File: config.mk
export PLATFORM = sky130hd
export DESIGN_NAME = timed_servo_slew_axis
export DESIGN_NICKNAME = d
export VERILOG_FILES = /design/src/rtl/tssa_pkg.sv /design/src/rtl/tssa_mul.sv /design/src/rtl/tssa_div.sv /design/src/rtl/timed_servo_slew_axis.sv
export SDC_FILE = /design/constraint.sdc
export NUM_CORES = 1
export LEC_CHECK = 0
export ABC_AREA = 1
export BUFFER_PORTS_ARGS = -buffer_cell sky130_fd_sc_hd__buf_2
export CAP_MARGIN = 20
export CORE_UTILIZATION = 69
export CTS_BUF_LIST = sky130_fd_sc_hd__clkbuf_4
export DETAILED_ROUTE_END_ITERATION = 10
export MAX_ROUTING_LAYER = met4
export PLACE_DENSITY = 0.95
export SLEW_MARGIN = 30
export SYNTH_ARGS = -nofsm -noshare
export SYNTH_HDL_FRONTEND = slang
export SYNTH_SLANG_ARGS = --single-unit
File: constraint.sdc
create_clock -name clk_i -period 6.7 [get_ports clk_i]
set_input_delay 0.67 -clock clk_i [delete_from_list [all_inputs] [get_ports clk_i]]
set_output_delay 0.67 -clock clk_i [all_outputs]
set_load 0.02 [all_outputs]
File: src/rtl/tssa_pkg.sv
`timescale 1ns / 1ps
// ----------------------------------------------------------------------------
// tssa_pkg
// Shared types and constants of the timed servo slew axis.
// ----------------------------------------------------------------------------
package tssa_pkg;

  // Request codes
  localparam logic [2:0] REQ_TICK  = 3'd0;
  localparam logic [2:0] REQ_TIMED = 3'd1;
  localparam logic [2:0] REQ_SLOW  = 3'd2;
  localparam logic [2:0] REQ_STEP  = 3'd3;
  localparam logic [2:0] REQ_SET   = 3'd4;

  // Configuration register indexes
  localparam logic [1:0] CFG_MIN_DEG = 2'd0;
  localparam logic [1:0] CFG_MAX_DEG = 2'd1;
  localparam logic [1:0] CFG_REV_DIR = 2'd2;

  localparam logic signed [7:0] MIN_DEG_RST = -8'sd70;
  localparam logic signed [7:0] MAX_DEG_RST = 8'sd70;

  // Serial arithmetic sizes
  localparam int MUL_W   = 8;   // operand width of the shift-add multiplier
  localparam int DIV_N   = 16;  // dividend and quotient width
  localparam int DIV_D   = 9;   // divisor width
  localparam int MUL_CW  = $clog2(MUL_W);
  localparam int DIV_CW  = $clog2(DIV_N);

  localparam logic [DIV_D-1:0] MAP_SCALE   = 9'd200;
  localparam logic [16:0]      ELAPSED_MAX = 17'h1FFFF;

  localparam logic signed [7:0] SET_LO = -8'sd90;
  localparam logic signed [7:0] SET_HI = 8'sd90;

  // Status of a serial arithmetic unit
  typedef struct packed {
    logic busy;
    logic done;
  } unit_sts_t;

endpackage

File: src/rtl/tssa_mul.sv
`timescale 1ns / 1ps
// ----------------------------------------------------------------------------
// tssa_mul
// Unsigned shift-add multiplier, one multiplier bit per cycle.
// ----------------------------------------------------------------------------
module tssa_mul (
  input  logic                           clk_i,
  input  logic                           rst_ni,
  input  logic                           start_i,
  input  logic [tssa_pkg::MUL_W-1:0]     a_i,
  input  logic [tssa_pkg::MUL_W-1:0]     b_i,
  output logic [2*tssa_pkg::MUL_W-1:0]   prod_o,
  output tssa_pkg::unit_sts_t            sts_o
);
  import tssa_pkg::*;

  logic              busy_q, done_q;
  logic [MUL_CW-1:0] cnt_q;
  logic [MUL_W-1:0]  b_q;
  logic [2*MUL_W-1:0] p_q;
  logic [MUL_W:0]    sum;

  // add the multiplicand into the upper half when the low bit is set
  assign sum = {1'b0, p_q[2*MUL_W-1:MUL_W]} + (p_q[0] ? {1'b0, b_q} : '0);

  always_ff @(posedge clk_i or negedge rst_ni) begin
    if (!rst_ni) begin
      busy_q <= 1'b0;
      done_q <= 1'b0;
      cnt_q  <= '0;
    end else begin
      done_q <= 1'b0;
      if (start_i) begin
        busy_q <= 1'b1;
        cnt_q  <= MUL_CW'(MUL_W - 1);
      end else if (busy_q) begin
        cnt_q <= cnt_q - 1'b1;
        if (cnt_q == '0) begin
          busy_q <= 1'b0;
          done_q <= 1'b1;
        end
      end
    end
  end

  always_ff @(posedge clk_i) begin
    if (start_i) begin
      b_q <= b_i;
      p_q <= {{MUL_W{1'b0}}, a_i};
    end else if (busy_q) begin
      p_q <= {sum, p_q[MUL_W-1:1]};
    end
  end

  assign prod_o     = p_q;
  assign sts_o.busy = busy_q;
  assign sts_o.done = done_q;

endmodule

File: src/rtl/tssa_div.sv
`timescale 1ns / 1ps
// ----------------------------------------------------------------------------
// tssa_div
// Restoring unsigned divider, one quotient bit per cycle.
// ----------------------------------------------------------------------------
module tssa_div (
  input  logic                         clk_i,
  input  logic                         rst_ni,
  input  logic                         start_i,
  input  logic [tssa_pkg::DIV_N-1:0]   dividend_i,
  input  logic [tssa_pkg::DIV_D-1:0]   divisor_i,
  output logic [tssa_pkg::DIV_N-1:0]   quot_o,
  output tssa_pkg::unit_sts_t          sts_o
);
  import tssa_pkg::*;

  logic              busy_q, done_q;
  logic [DIV_CW-1:0] cnt_q;
  logic [DIV_D-1:0]  dsr_q;
  logic [DIV_D-1:0]  rem_q;
  logic [DIV_N-1:0]  quo_q;
  logic [DIV_D:0]    rem_sh;
  logic [DIV_D:0]    diff;
  logic              fits;

  // shift in the next dividend bit, subtract when it fits
  assign rem_sh = {rem_q, quo_q[DIV_N-1]};
  assign diff   = rem_sh - {1'b0, dsr_q};
  assign fits   = (rem_sh >= {1'b0, dsr_q});

  always_ff @(posedge clk_i or negedge rst_ni) begin
    if (!rst_ni) begin
      busy_q <= 1'b0;
      done_q <= 1'b0;
      cnt_q  <= '0;
    end else begin
      done_q <= 1'b0;
      if (start_i) begin
        busy_q <= 1'b1;
        cnt_q  <= DIV_CW'(DIV_N - 1);
      end else if (busy_q) begin
        cnt_q <= cnt_q - 1'b1;
        if (cnt_q == '0) begin
          busy_q <= 1'b0;
          done_q <= 1'b1;
        end
      end
    end
  end

  always_ff @(posedge clk_i) begin
    if (start_i) begin
      dsr_q <= divisor_i;
      rem_q <= '0;
      quo_q <= dividend_i;
    end else if (busy_q) begin
      rem_q <= fits ? diff[DIV_D-1:0] : rem_sh[DIV_D-1:0];
      quo_q <= {quo_q[DIV_N-2:0], fits};
    end
  end

  assign quot_o     = quo_q;
  assign sts_o.busy = busy_q;
  assign sts_o.done = done_q;

endmodule

File: src/rtl/timed_servo_slew_axis.sv
`timescale 1ns / 1ps
// ----------------------------------------------------------------------------
// timed_servo_slew_axis
// One servo axis: millisecond-paced one-degree slewing toward a mapped target.
// ----------------------------------------------------------------------------
// Path from accept to result valid: tick, step, set, unused codes and refused
// starts pass through APPLY to OUT; a slow start runs the serial multiply and
// one serial divide, and a timed start adds a second divide for the interval.
// One item at a time: the next item is taken the cycle after the result
// enters the output register.
// Reset (async, active low) clears the axis state and loads limits -70 and 70.
module timed_servo_slew_axis (
  input  logic              clk_i,
  input  logic              rst_ni,
  input  logic              cfg_we_i,
  input  logic [1:0]        cfg_idx_i,
  input  logic [7:0]        cfg_wdata_i,
  input  logic              in_valid_i,
  output logic              in_stall_o,
  input  logic [2:0]        req_type_i,
  input  logic signed [7:0] ratio_i,
  input  logic [15:0]       duration_ms_i,
  input  logic signed [7:0] set_degrees_i,
  output logic              out_valid_o,
  input  logic              out_stall_i,
  output logic [7:0]        servo_angle_o,
  output logic signed [7:0] position_o,
  output logic              moving_o,
  output logic              accepted_o,
  output logic              arrived_o
);
  import tssa_pkg::*;

  localparam logic [2:0] ST_IDLE   = 3'd0;
  localparam logic [2:0] ST_APPLY  = 3'd1;
  localparam logic [2:0] ST_MUL    = 3'd2;
  localparam logic [2:0] ST_DIVMAP = 3'd3;
  localparam logic [2:0] ST_DIVGO  = 3'd4;
  localparam logic [2:0] ST_DIVINT = 3'd5;
  localparam logic [2:0] ST_OUT    = 3'd6;

  logic [2:0] st_q, st_d;

  // configuration
  logic signed [7:0] min_q, max_q;
  logic              rev_q;

  // axis state
  logic signed [7:0] cur_q, cur_d, tgt_q, tgt_d;
  logic              busy_q, busy_d;
  logic [16:0]       ivl_q, ivl_d, el_q, el_d;

  // item in progress
  logic [2:0]        req_q;
  logic [15:0]       dur_q;
  logic signed [7:0] setd_q;
  logic              neg_q, neg_d;
  logic              acc_q, acc_d, arr_q, arr_d;

  // output register
  logic              ovalid_q;
  logic [7:0]        ang_q;
  logic signed [7:0] pos_q;
  logic              mov_q, oacc_q, oarr_q;

  logic              in_acc, is_start, out_load;
  logic              mul_start, div_start;
  logic [2*MUL_W-1:0] prod;
  logic [DIV_N-1:0]  quot;
  unit_sts_t         mul_sts, div_sts;
  logic [DIV_N-1:0]  div_dvd;
  logic [DIV_D-1:0]  div_dsr;

  logic signed [8:0] r9, r9_neg, span9, span9_neg;
  logic [7:0]        r_abs, span_abs;

  logic [9:0]        qs10;
  logic signed [10:0] conv11, min11, max11;
  logic signed [7:0] map_tgt;

  logic signed [8:0] dist9, dist9_neg;
  logic [7:0]        dist_abs;

  logic [16:0]       el_inc;
  logic signed [7:0] stp_cur;
  logic              stp_busy, stp_arr;
  logic signed [7:0] set_clamped;

  logic signed [8:0] sum9, half9;
  logic signed [9:0] center10, pos10, ang10;
  logic [7:0]        ang_sat;

  assign in_stall_o = (st_q != ST_IDLE);
  assign in_acc     = in_valid_i & ~in_stall_o;
  assign is_start   = (req_type_i == REQ_TIMED) || (req_type_i == REQ_SLOW);
  assign out_load   = (st_q == ST_OUT) && (!ovalid_q || !out_stall_i);

  // configuration writes
  always_ff @(posedge clk_i or negedge rst_ni) begin
    if (!rst_ni) begin
      min_q <= MIN_DEG_RST;
      max_q <= MAX_DEG_RST;
      rev_q <= 1'b0;
    end else if (cfg_we_i) begin
      case (cfg_idx_i)
        CFG_MIN_DEG: min_q <= cfg_wdata_i;
        CFG_MAX_DEG: max_q <= cfg_wdata_i;
        CFG_REV_DIR: rev_q <= cfg_wdata_i[0];
        default: ;
      endcase
    end
  end

  // ratio mapping operands, taken as magnitudes with a separate sign
  assign r9        = $signed({ratio_i[7], ratio_i}) + 9'sd100;
  assign r9_neg    = -r9;
  assign r_abs     = r9[8] ? r9_neg[7:0] : r9[7:0];
  assign span9     = $signed({max_q[7], max_q}) - $signed({min_q[7], min_q});
  assign span9_neg = -span9;
  assign span_abs  = span9[8] ? span9_neg[7:0] : span9[7:0];

  assign mul_start = in_acc & is_start & ~busy_q;

  tssa_mul u_mul (
    .clk_i   (clk_i),
    .rst_ni  (rst_ni),
    .start_i (mul_start),
    .a_i     (r_abs),
    .b_i     (span_abs),
    .prod_o  (prod),
    .sts_o   (mul_sts)
  );

  // distance to the new target for the interval divide
  assign dist9     = $signed({tgt_q[7], tgt_q}) - $signed({cur_q[7], cur_q});
  assign dist9_neg = -dist9;
  assign dist_abs  = dist9[8] ? dist9_neg[7:0] : dist9[7:0];

  assign div_start = ((st_q == ST_MUL) && mul_sts.done) || (st_q == ST_DIVGO);
  assign div_dvd   = (st_q == ST_MUL) ? prod : dur_q;
  assign div_dsr   = (st_q == ST_MUL) ? MAP_SCALE : ({1'b0, dist_abs} + 9'd1);

  tssa_div u_div (
    .clk_i      (clk_i),
    .rst_ni     (rst_ni),
    .start_i    (div_start),
    .dividend_i (div_dvd),
    .divisor_i  (div_dsr),
    .quot_o     (quot),
    .sts_o      (div_sts)
  );

  // apply the sign, add the low limit, constrain to the limits
  assign qs10   = neg_q ? (10'd0 - {1'b0, quot[8:0]}) : {1'b0, quot[8:0]};
  assign min11  = {{3{min_q[7]}}, min_q};
  assign max11  = {{3{max_q[7]}}, max_q};
  assign conv11 = $signed({qs10[9], qs10}) + min11;
  always_comb begin
    if (conv11 < min11) begin
      map_tgt = min_q;
    end else if (conv11 > max11) begin
      map_tgt = max_q;
    end else begin
      map_tgt = conv11[7:0];
    end
  end

  // one degree toward target
  always_comb begin
    stp_cur  = cur_q;
    stp_busy = busy_q;
    stp_arr  = 1'b0;
    if (busy_q) begin
      if (tgt_q < cur_q) begin
        stp_cur = cur_q - 8'sd1;
      end else if (tgt_q > cur_q) begin
        stp_cur = cur_q + 8'sd1;
      end else begin
        stp_busy = 1'b0;
        stp_arr  = 1'b1;
      end
    end
  end

  assign el_inc = (el_q == ELAPSED_MAX) ? el_q : el_q + 17'd1;

  always_comb begin
    if (setd_q < SET_LO) begin
      set_clamped = SET_LO;
    end else if (setd_q > SET_HI) begin
      set_clamped = SET_HI;
    end else begin
      set_clamped = setd_q;
    end
  end

  // sequencer
  always_comb begin
    st_d   = st_q;
    cur_d  = cur_q;
    tgt_d  = tgt_q;
    busy_d = busy_q;
    ivl_d  = ivl_q;
    el_d   = el_q;
    neg_d  = neg_q;
    acc_d  = acc_q;
    arr_d  = arr_q;
    case (st_q)
      ST_IDLE: begin
        if (in_acc) begin
          acc_d = 1'b0;
          arr_d = 1'b0;
          neg_d = r9[8] ^ span9[8];
          st_d  = mul_start ? ST_MUL : ST_APPLY;
        end
      end
      ST_APPLY: begin
        case (req_q)
          REQ_TICK: begin
            if (el_inc > ivl_q) begin
              el_d   = '0;
              cur_d  = stp_cur;
              busy_d = stp_busy;
              arr_d  = stp_arr;
            end else begin
              el_d = el_inc;
            end
          end
          REQ_STEP: begin
            cur_d  = stp_cur;
            busy_d = stp_busy;
            arr_d  = stp_arr;
          end
          REQ_SET: cur_d = set_clamped;
          default: ;
        endcase
        st_d = ST_OUT;
      end
      ST_MUL: begin
        if (mul_sts.done) begin
          st_d = ST_DIVMAP;
        end
      end
      ST_DIVMAP: begin
        if (div_sts.done) begin
          tgt_d  = map_tgt;
          busy_d = 1'b1;
          acc_d  = 1'b1;
          st_d   = (req_q == REQ_TIMED) ? ST_DIVGO : ST_OUT;
        end
      end
      ST_DIVGO: st_d = ST_DIVINT;
      ST_DIVINT: begin
        if (div_sts.done) begin
          ivl_d = {1'b0, quot} + 17'd1;
          st_d  = ST_OUT;
        end
      end
      ST_OUT: begin
        if (out_load) begin
          st_d = ST_IDLE;
        end
      end
      default: st_d = ST_IDLE;
    endcase
  end

  always_ff @(posedge clk_i or negedge rst_ni) begin
    if (!rst_ni) begin
      st_q   <= ST_IDLE;
      cur_q  <= '0;
      tgt_q  <= '0;
      busy_q <= 1'b0;
      ivl_q  <= '0;
      el_q   <= '0;
      neg_q  <= 1'b0;
      acc_q  <= 1'b0;
      arr_q  <= 1'b0;
    end else begin
      st_q   <= st_d;
      cur_q  <= cur_d;
      tgt_q  <= tgt_d;
      busy_q <= busy_d;
      ivl_q  <= ivl_d;
      el_q   <= el_d;
      neg_q  <= neg_d;
      acc_q  <= acc_d;
      arr_q  <= arr_d;
    end
  end

  always_ff @(posedge clk_i) begin
    if (in_acc) begin
      req_q  <= req_type_i;
      dur_q  <= duration_ms_i;
      setd_q <= set_degrees_i;
    end
  end

  // servo angle: center plus signed position, saturated
  assign sum9     = $signed({min_q[7], min_q}) + $signed({max_q[7], max_q});
  assign half9    = (sum9 + $signed({8'd0, sum9[8]})) >>> 1;
  assign center10 = 10'sd90 + $signed({half9[8], half9});
  assign pos10    = rev_q ? -$signed({{2{cur_q[7]}}, cur_q})
                          : $signed({{2{cur_q[7]}}, cur_q});
  assign ang10    = center10 + pos10;
  always_comb begin
    if (ang10 < 10'sd0) begin
      ang_sat = 8'd0;
    end else if (ang10 > 10'sd180) begin
      ang_sat = 8'd180;
    end else begin
      ang_sat = ang10[7:0];
    end
  end

  // output register
  always_ff @(posedge clk_i or negedge rst_ni) begin
    if (!rst_ni) begin
      ovalid_q <= 1'b0;
    end else if (out_load) begin
      ovalid_q <= 1'b1;
    end else if (!out_stall_i) begin
      ovalid_q <= 1'b0;
    end
  end

  always_ff @(posedge clk_i) begin
    if (out_load) begin
      ang_q  <= ang_sat;
      pos_q  <= cur_q;
      mov_q  <= busy_q;
      oacc_q <= acc_q;
      oarr_q <= arr_q;
    end
  end

  assign out_valid_o   = ovalid_q;
  assign servo_angle_o = ang_q;
  assign position_o    = pos_q;
  assign moving_o      = mov_q;
  assign accepted_o    = oacc_q;
  assign arrived_o     = oarr_q;

endmodule

* After elaboration in Yosys (flattened, before gate mapping)
Index checks and enable logic that the tools add are counted.
Word-level totals: register bits after elaboration 190, latch bits 0, RAM bits 0, ROM bits 0, output and inout bits 21, word-level logic and storage cells 192, memories kept 0
Cells by class: add/subtract/negate cells 22, multipliers 0, div/mod/pow operators 0, $lt $le $gt $ge 10, equal/unequal tests 23, shift operators 0, mux-type cells 65, bitwise operators 6, reduce and logical (&&, ||, !) cells 32
Operators by type and width (number):
- 8-bit 2-to-1 mux | 15
- 16-bit 2-to-1 mux | 3
- 17-bit 2-to-1 mux | 2
- 1-bit 2-to-1 mux | 24
- 8-bit negator | 3
- 8-bit one-hot mux with 3 select lines | 1
- 3-bit 2-to-1 mux | 7
- 3-bit one-hot mux with 7 select lines | 1
- 10-bit 2-to-1 mux | 2
- 8-bit by 8-bit adder with 9-bit output | 2
- 8-bit by 8-bit subtractor with 9-bit output | 2
- 16-bit by 1-bit adder with 17-bit output (second input constant) | 1
- 17-bit by 1-bit adder with 17-bit output (second input constant) | 1
- 17-bit equality test (second input constant) | 1
- 17-bit greater-than comparator | 1
- 2-bit AND reduction | 7
- 3-bit by 2-bit equality test with 1-bit output (second input constant) | 4
- 3-bit equality test (second input constant) | 4
- 10-bit by 8-bit adder with 11-bit output | 1
- 11-bit by 8-bit greater-than comparator with 1-bit output | 1
- 11-bit by 8-bit < comparator with 1-bit output | 1
- 9-bit by 10-bit adder with 10-bit output | 1
- 10-bit by 9-bit greater-or-equal comparator with 1-bit output | 1
- 10-bit by 9-bit greater-than comparator with 1-bit output (second input constant) | 1
- other kinds (42) | 71

* Depth between registers and ports, before layout
depth in word-level cells 8, depth in mapped cells 32, gate-level depth less buffers 31

* Hierarchy
A second synthesis with hierarchy kept.
Second synthesis, totals: cell total of the unflattened synthesis 1847, area total of the unflattened synthesis 13975.9 um^2
By module, submodules not included:
- timed_servo_slew_axis | instances 1, cells each 1399, area each 10291.1 um^2, sequential area each 3268.1 um^2
- tssa_div | instances 1, cells each 273, area each 2189.6 um^2, sequential area each 1081.0 um^2
- tssa_mul | instances 1, cells each 175, area each 1495.2 um^2, sequential area each 765.7 um^2

* Least setup slack after synthesis
Ideal clock, no wire load.
path kind reg-to-reg, from register min_q[3], to register ang_q[5], in the netlist servo_angle_o[5] (data pin), arrival time 4.061 ns, path slack 2.377 ns, stages on the path, launching flop included 29, path buffers 0, period minus slack after synthesis 4.323 ns, cells stage by stage dfstp_2 inv_1 ha_1 inv_2 a21oi_1 nand2_1 nand2_1 nand2_1 nand2_1 nand2_1 nand2_1 inv_2 nor2_4 ha_1 inv_1 nor2_1 nand3_1 nor2_2 nand3_1 and2_1 ha_1 ha_1 a21oi_1 o21ai_0 a21oi_1 xor2_1 nand3_1 nand2_1 a21oi_1
Between the ends: word-level cells in the longest chain between the ends 6, elaborated cells on any way between the ends 7, those cells by class add/sub: 4; order compare: 2; mux: 1
RTL lines:
- start: declaration | RTL line timed_servo_slew_axis.sv:45 | logic signed [7:0] min_q, max_q;
- start signal: assignment | RTL line timed_servo_slew_axis.sv:106 | CFG_MIN_DEG: min_q <= cfg_wdata_i;
- 8-bit by 8-bit adder with 9-bit output (*) | RTL line timed_servo_slew_axis.sv:301 | assign sum9 = $signed({min_q[7], min_q}) + $signed({max_q[7], max_q});
- 9-bit by 2-bit adder with 9-bit output (*) | RTL line timed_servo_slew_axis.sv:302 | assign half9 = (sum9 + $signed({8'd0, sum9[8]})) >>> 1;
- 8-bit by 8-bit adder with 9-bit output (*) | RTL line timed_servo_slew_axis.sv:303 | assign center10 = 10'sd90 + $signed({half9[8], half9});
- 9-bit by 10-bit adder with 10-bit output (*) | RTL line timed_servo_slew_axis.sv:306 | assign ang10 = center10 + pos10;
- 10-bit by 9-bit greater-than comparator with 1-bit output | RTL line timed_servo_slew_axis.sv:310 | end else if (ang10 > 10'sd180) begin
- 8-bit 2-to-1 mux | RTL line timed_servo_slew_axis.sv:310
- end signal: assignment | RTL line timed_servo_slew_axis.sv:330 | ang_q <= ang_sat;
- end: declaration | RTL line timed_servo_slew_axis.sv:62 | logic [7:0] ang_q;
Mark *: on every way between the ends. The rest lies on a longest branch, timed or not. A chain may end at the register's enable or synchronous reset.

* Worst setup path in the final report
from register min_q[3], to register ang_q[0], in the netlist servo_angle_o[0] (data pin)
Between the ends: word-level cells in the longest chain between the ends 6, elaborated cells on any way between the ends 7, those cells by class add/sub: 4; order compare: 2; reduce/logical: 1
RTL lines (RTL line):
- 8-bit by 8-bit adder with 9-bit output (*) | timed_servo_slew_axis.sv:301
- 9-bit by 2-bit adder with 9-bit output (*) | timed_servo_slew_axis.sv:302
- 8-bit by 8-bit adder with 9-bit output (*) | timed_servo_slew_axis.sv:303
- 9-bit by 10-bit adder with 10-bit output (*) | timed_servo_slew_axis.sv:306
- 10-bit by 1-bit < comparator with 1-bit output or 10-bit by 9-bit greater-than comparator with 1-bit output (tied branches) | timed_servo_slew_axis.sv:308, timed_servo_slew_axis.sv:310
- 2-bit OR reduction (no source line)
Marks and branches as above.

==> run_results.csv <==
group,metric,value,unit
min_path,hold_path.class,"in2reg",
placed_design,post-place-ws,1.86,ns
clocking,cts_sinks,190,
sta,fin_skew,0.0366,ns
sta,hold_violations,0,
setup_path,crit_type,"reg2reg",
floorplan,core,18900,µm²
yosys,async_flop_share,0.453,
clocking,root_buffer,"clkbuf_4",
clocking,path_clk_slew,0.17,ns
floorplan,die_h,142,µm
global_routing,grt_pass1_vias,11197,
yosys,netlist_instances,1682,
setup_path,cp.arrival,5.37,ns
global_routing,grt.total_usage,0.353,
yosys,syn_avg_cell_area,8.01,µm²
sta,whs,0.217,ns
layout,multi_input_area,7260,µm²
layout,n_fill_cell,1344,
setup_path,end_kind,"register",
layout,nets,1938,
sta,setup_violations,0,
clocking,cts_inserted_buffers,17,
route,avgRoutedWirePerCell,16.4,µm
run_status,status,"complete, no violations",
layout,drive_gt1_frac,0.100,
layout,area_growth,6.60,%
sta,finalSetupTns,0,ns
layout,regArea,5110,µm²
route,drt-initial-drc-count,995,
sta,fin_crit_sh,0.728,
power,power_density,211,nW/µm²
route,drtAntennaViolNets,0,
setup_path,worstPathRequired,7.19,ns
sta,timing.fmax,205,MHz
sta,fin_ws,1.82,ns
floorplan,die_width,142,µm
clocking,cts_htree_levels,4,
yosys,syn_area,13500,µm²
floorplan,rows,50,
floorplan,io_pins,71,
clocking,cts_setup_buffers,0,
global_routing,grt_max_degree,57,
route,drtPass1Iterations,6,
setup_path,cpMaxStageDelayCell,"dfstp_2",
global_routing,grt_pass1_wl,53400,µm
clocking,cts.path.max_buffers,2,
floorplan,die_area,20100,µm²
power,p_leak,7.21,nW
setup_path,cp_slowest_stage_delay,0.60,ns
yosys,yosysUniqueCellTypes,62,
sta,rsz0062_at_grt,"no",
placed_design,dpl.hpwl,25700,µm
placed_design,place_area,14100,µm²
global_routing,grt_antenna_before_repair,1,
global_routing,met3_usage,0.0526,
sta,finalCriticalPeriod,4.88,ns
setup_path,worstSetupStartpointType,"register",
setup_path,worstPathMaxFanout,5,
global_routing,overflow,0,
layout,final_cell_mix,"nand2_1, inv_1, o21ai_0, ha_1, nor2_1",
route,drc,0,
route,wl,33200,µm
yosys,synth-seq-cells,190,
route,via_count,11855,
layout,final_core_util,0.760,
setup_path,cp_common_cell,"nand2_1",
placed_design,gp_congestion,0.974,
yosys,synth-main-ff-cell,"edfxtp_1",
floorplan,initial_core_util,0.713,
sta,worst_pin_slew,0.823,ns
global_routing,met2_usage,0.581,
yosys,syn-num-nets,1865,
yosys,ys_warn_count,0,
global_routing,use_met1,0.426,
yosys,seq_area_frac_synth,0.380,
sta,relSlewSlack,0.450,
placed_design,io_buffers,70,
route,vias_per_cell,5.84,
clocking,cts_tree,"yes",
layout,final_area,14400,µm²
yosys,synth-edff-count,87,
layout,final_common_cell,"nand2_1",
clocking,clk_latency,0.62,ns
power,ir_drop,331,µV
global_routing,busiest_layer,"met2",
sta,finalMaxSlewViolations,0,
job,cap_violations,0,
[per-layer routing]
layer	up-vias	share of wire
met5	-	0
met4	0	0.047
met3	112	0.075
met2	576	0.48
met1	5440	0.39
li1	5727	-
[registers in the layout, summed over array words and instances, names as in the netlist, 4 cells and up]
signal         cells
ivl_q             17
el_q              17
tgt_q              8
u_div.quot_o      16
max_q              8
cur_q              8
servo_angle_o      8
position_o         8
min_q              8
setd_q             8
u_div.cnt_q        4
u_mul.prod_o      16
u_mul.b_q          8
u_div.dsr_q        9
u_div.rem_q        9
dur_q             16
[critical path: cells and delay by family, from the launching register on]
| kind | cells | cell delay, ns |
|---|---|---|
| compound gates | 4 | 0.58 |
| xor+xnor | 1 | 0.26 |
| fa+ha+maj | 4 | 1.23 |
| buf+inv | 4 | 0.28 |
| flops | 1 | 0.60 |
| simple gates | 16 | 1.83 |
[cells by family after synthesis]
group                      share of synthesized area
AOI/OAI and AO/OA                              0.131
xor gates and xnor gates                      0.0617
adders and majority gates                      0.128
buffers and inverters                         0.0821
DFF                                            0.380
and+or+nand+nor                                0.218
[where the power goes]
group	switching [mW]	total [mW]	internal (mW)
registers	0.0285	1.30	1.28
logic	0.721	1.13	0.405
clock network	0.439	0.604	0.164
[Yosys cell counts, types with 8 or more instances]
cell / number / area share
o22ai_1: 15 / 0.0070
clkbuf_1: 16 / 0.0045
dfrtp_1: 78 / 0.14
inv_1: 258 / 0.072
nor3_1: 18 / 0.0067
fa_1: 8 / 0.012
nor2_1: 115 / 0.032
nand2_2: 14 / 0.0065
dfstp_2: 8 / 0.016
a21oi_1: 103 / 0.038
dfxtp_1: 17 / 0.025
xnor2_1: 18 / 0.012
inv_2: 8 / 0.0022
nand4_1: 23 / 0.011
nand2_1: 354 / 0.099
nor2_2: 10 / 0.0046
nand3_1: 101 / 0.038
ha_1: 125 / 0.12
o21ai_0: 131 / 0.049
xor2_1: 70 / 0.046
edfxtp_1: 87 / 0.19
[repair_timing]
action	4_1_cts	5_1_grt
gates resized for setup	0	0
hold buffers	1	0
hold endpoints to repair	30	0
[cell type report]
class | count | area share
clock inverter | 14 | 0.00880
inverter | 267 | 0.0698
multi-input combinational | 1204 | 0.506
timing repair buffer | 75 | 0.0274
tap | 260 | 0.0227
antenna | 1 | 0.000174
sequential | 190 | 0.356
clock buffer | 18 | 0.00941
[final timing paths]
check	startpoint	to	slack (ns)	cells past startpoint
max	min_q[3]	servo_angle_o[0]	1.82	29
min	duration_ms_i[5]	dur_q[5]	0.22	1
max reg2reg	min_q[3]	servo_angle_o[0]	1.82	29
min reg2reg	u_div.rem_q[8]	u_div.rem_q[8]	0.48	2
max in group asynchronous	rst_ni	min_q[0]	5.06	3
min in group asynchronous	rst_ni	el_q[10]	0.49	2
[metrics by stage]
stage          total power [mW]  std cells
4_1_cts                    3.02       2028
3_5_place_dp               2.44       1995
5_1_grt                    3.21       2029
6_report                   3.03       2029
2_1_floorplan              2.14       1682
3_3_place_gp               2.40       1995
Note: power is estimated with default switching activity, not from simulation.
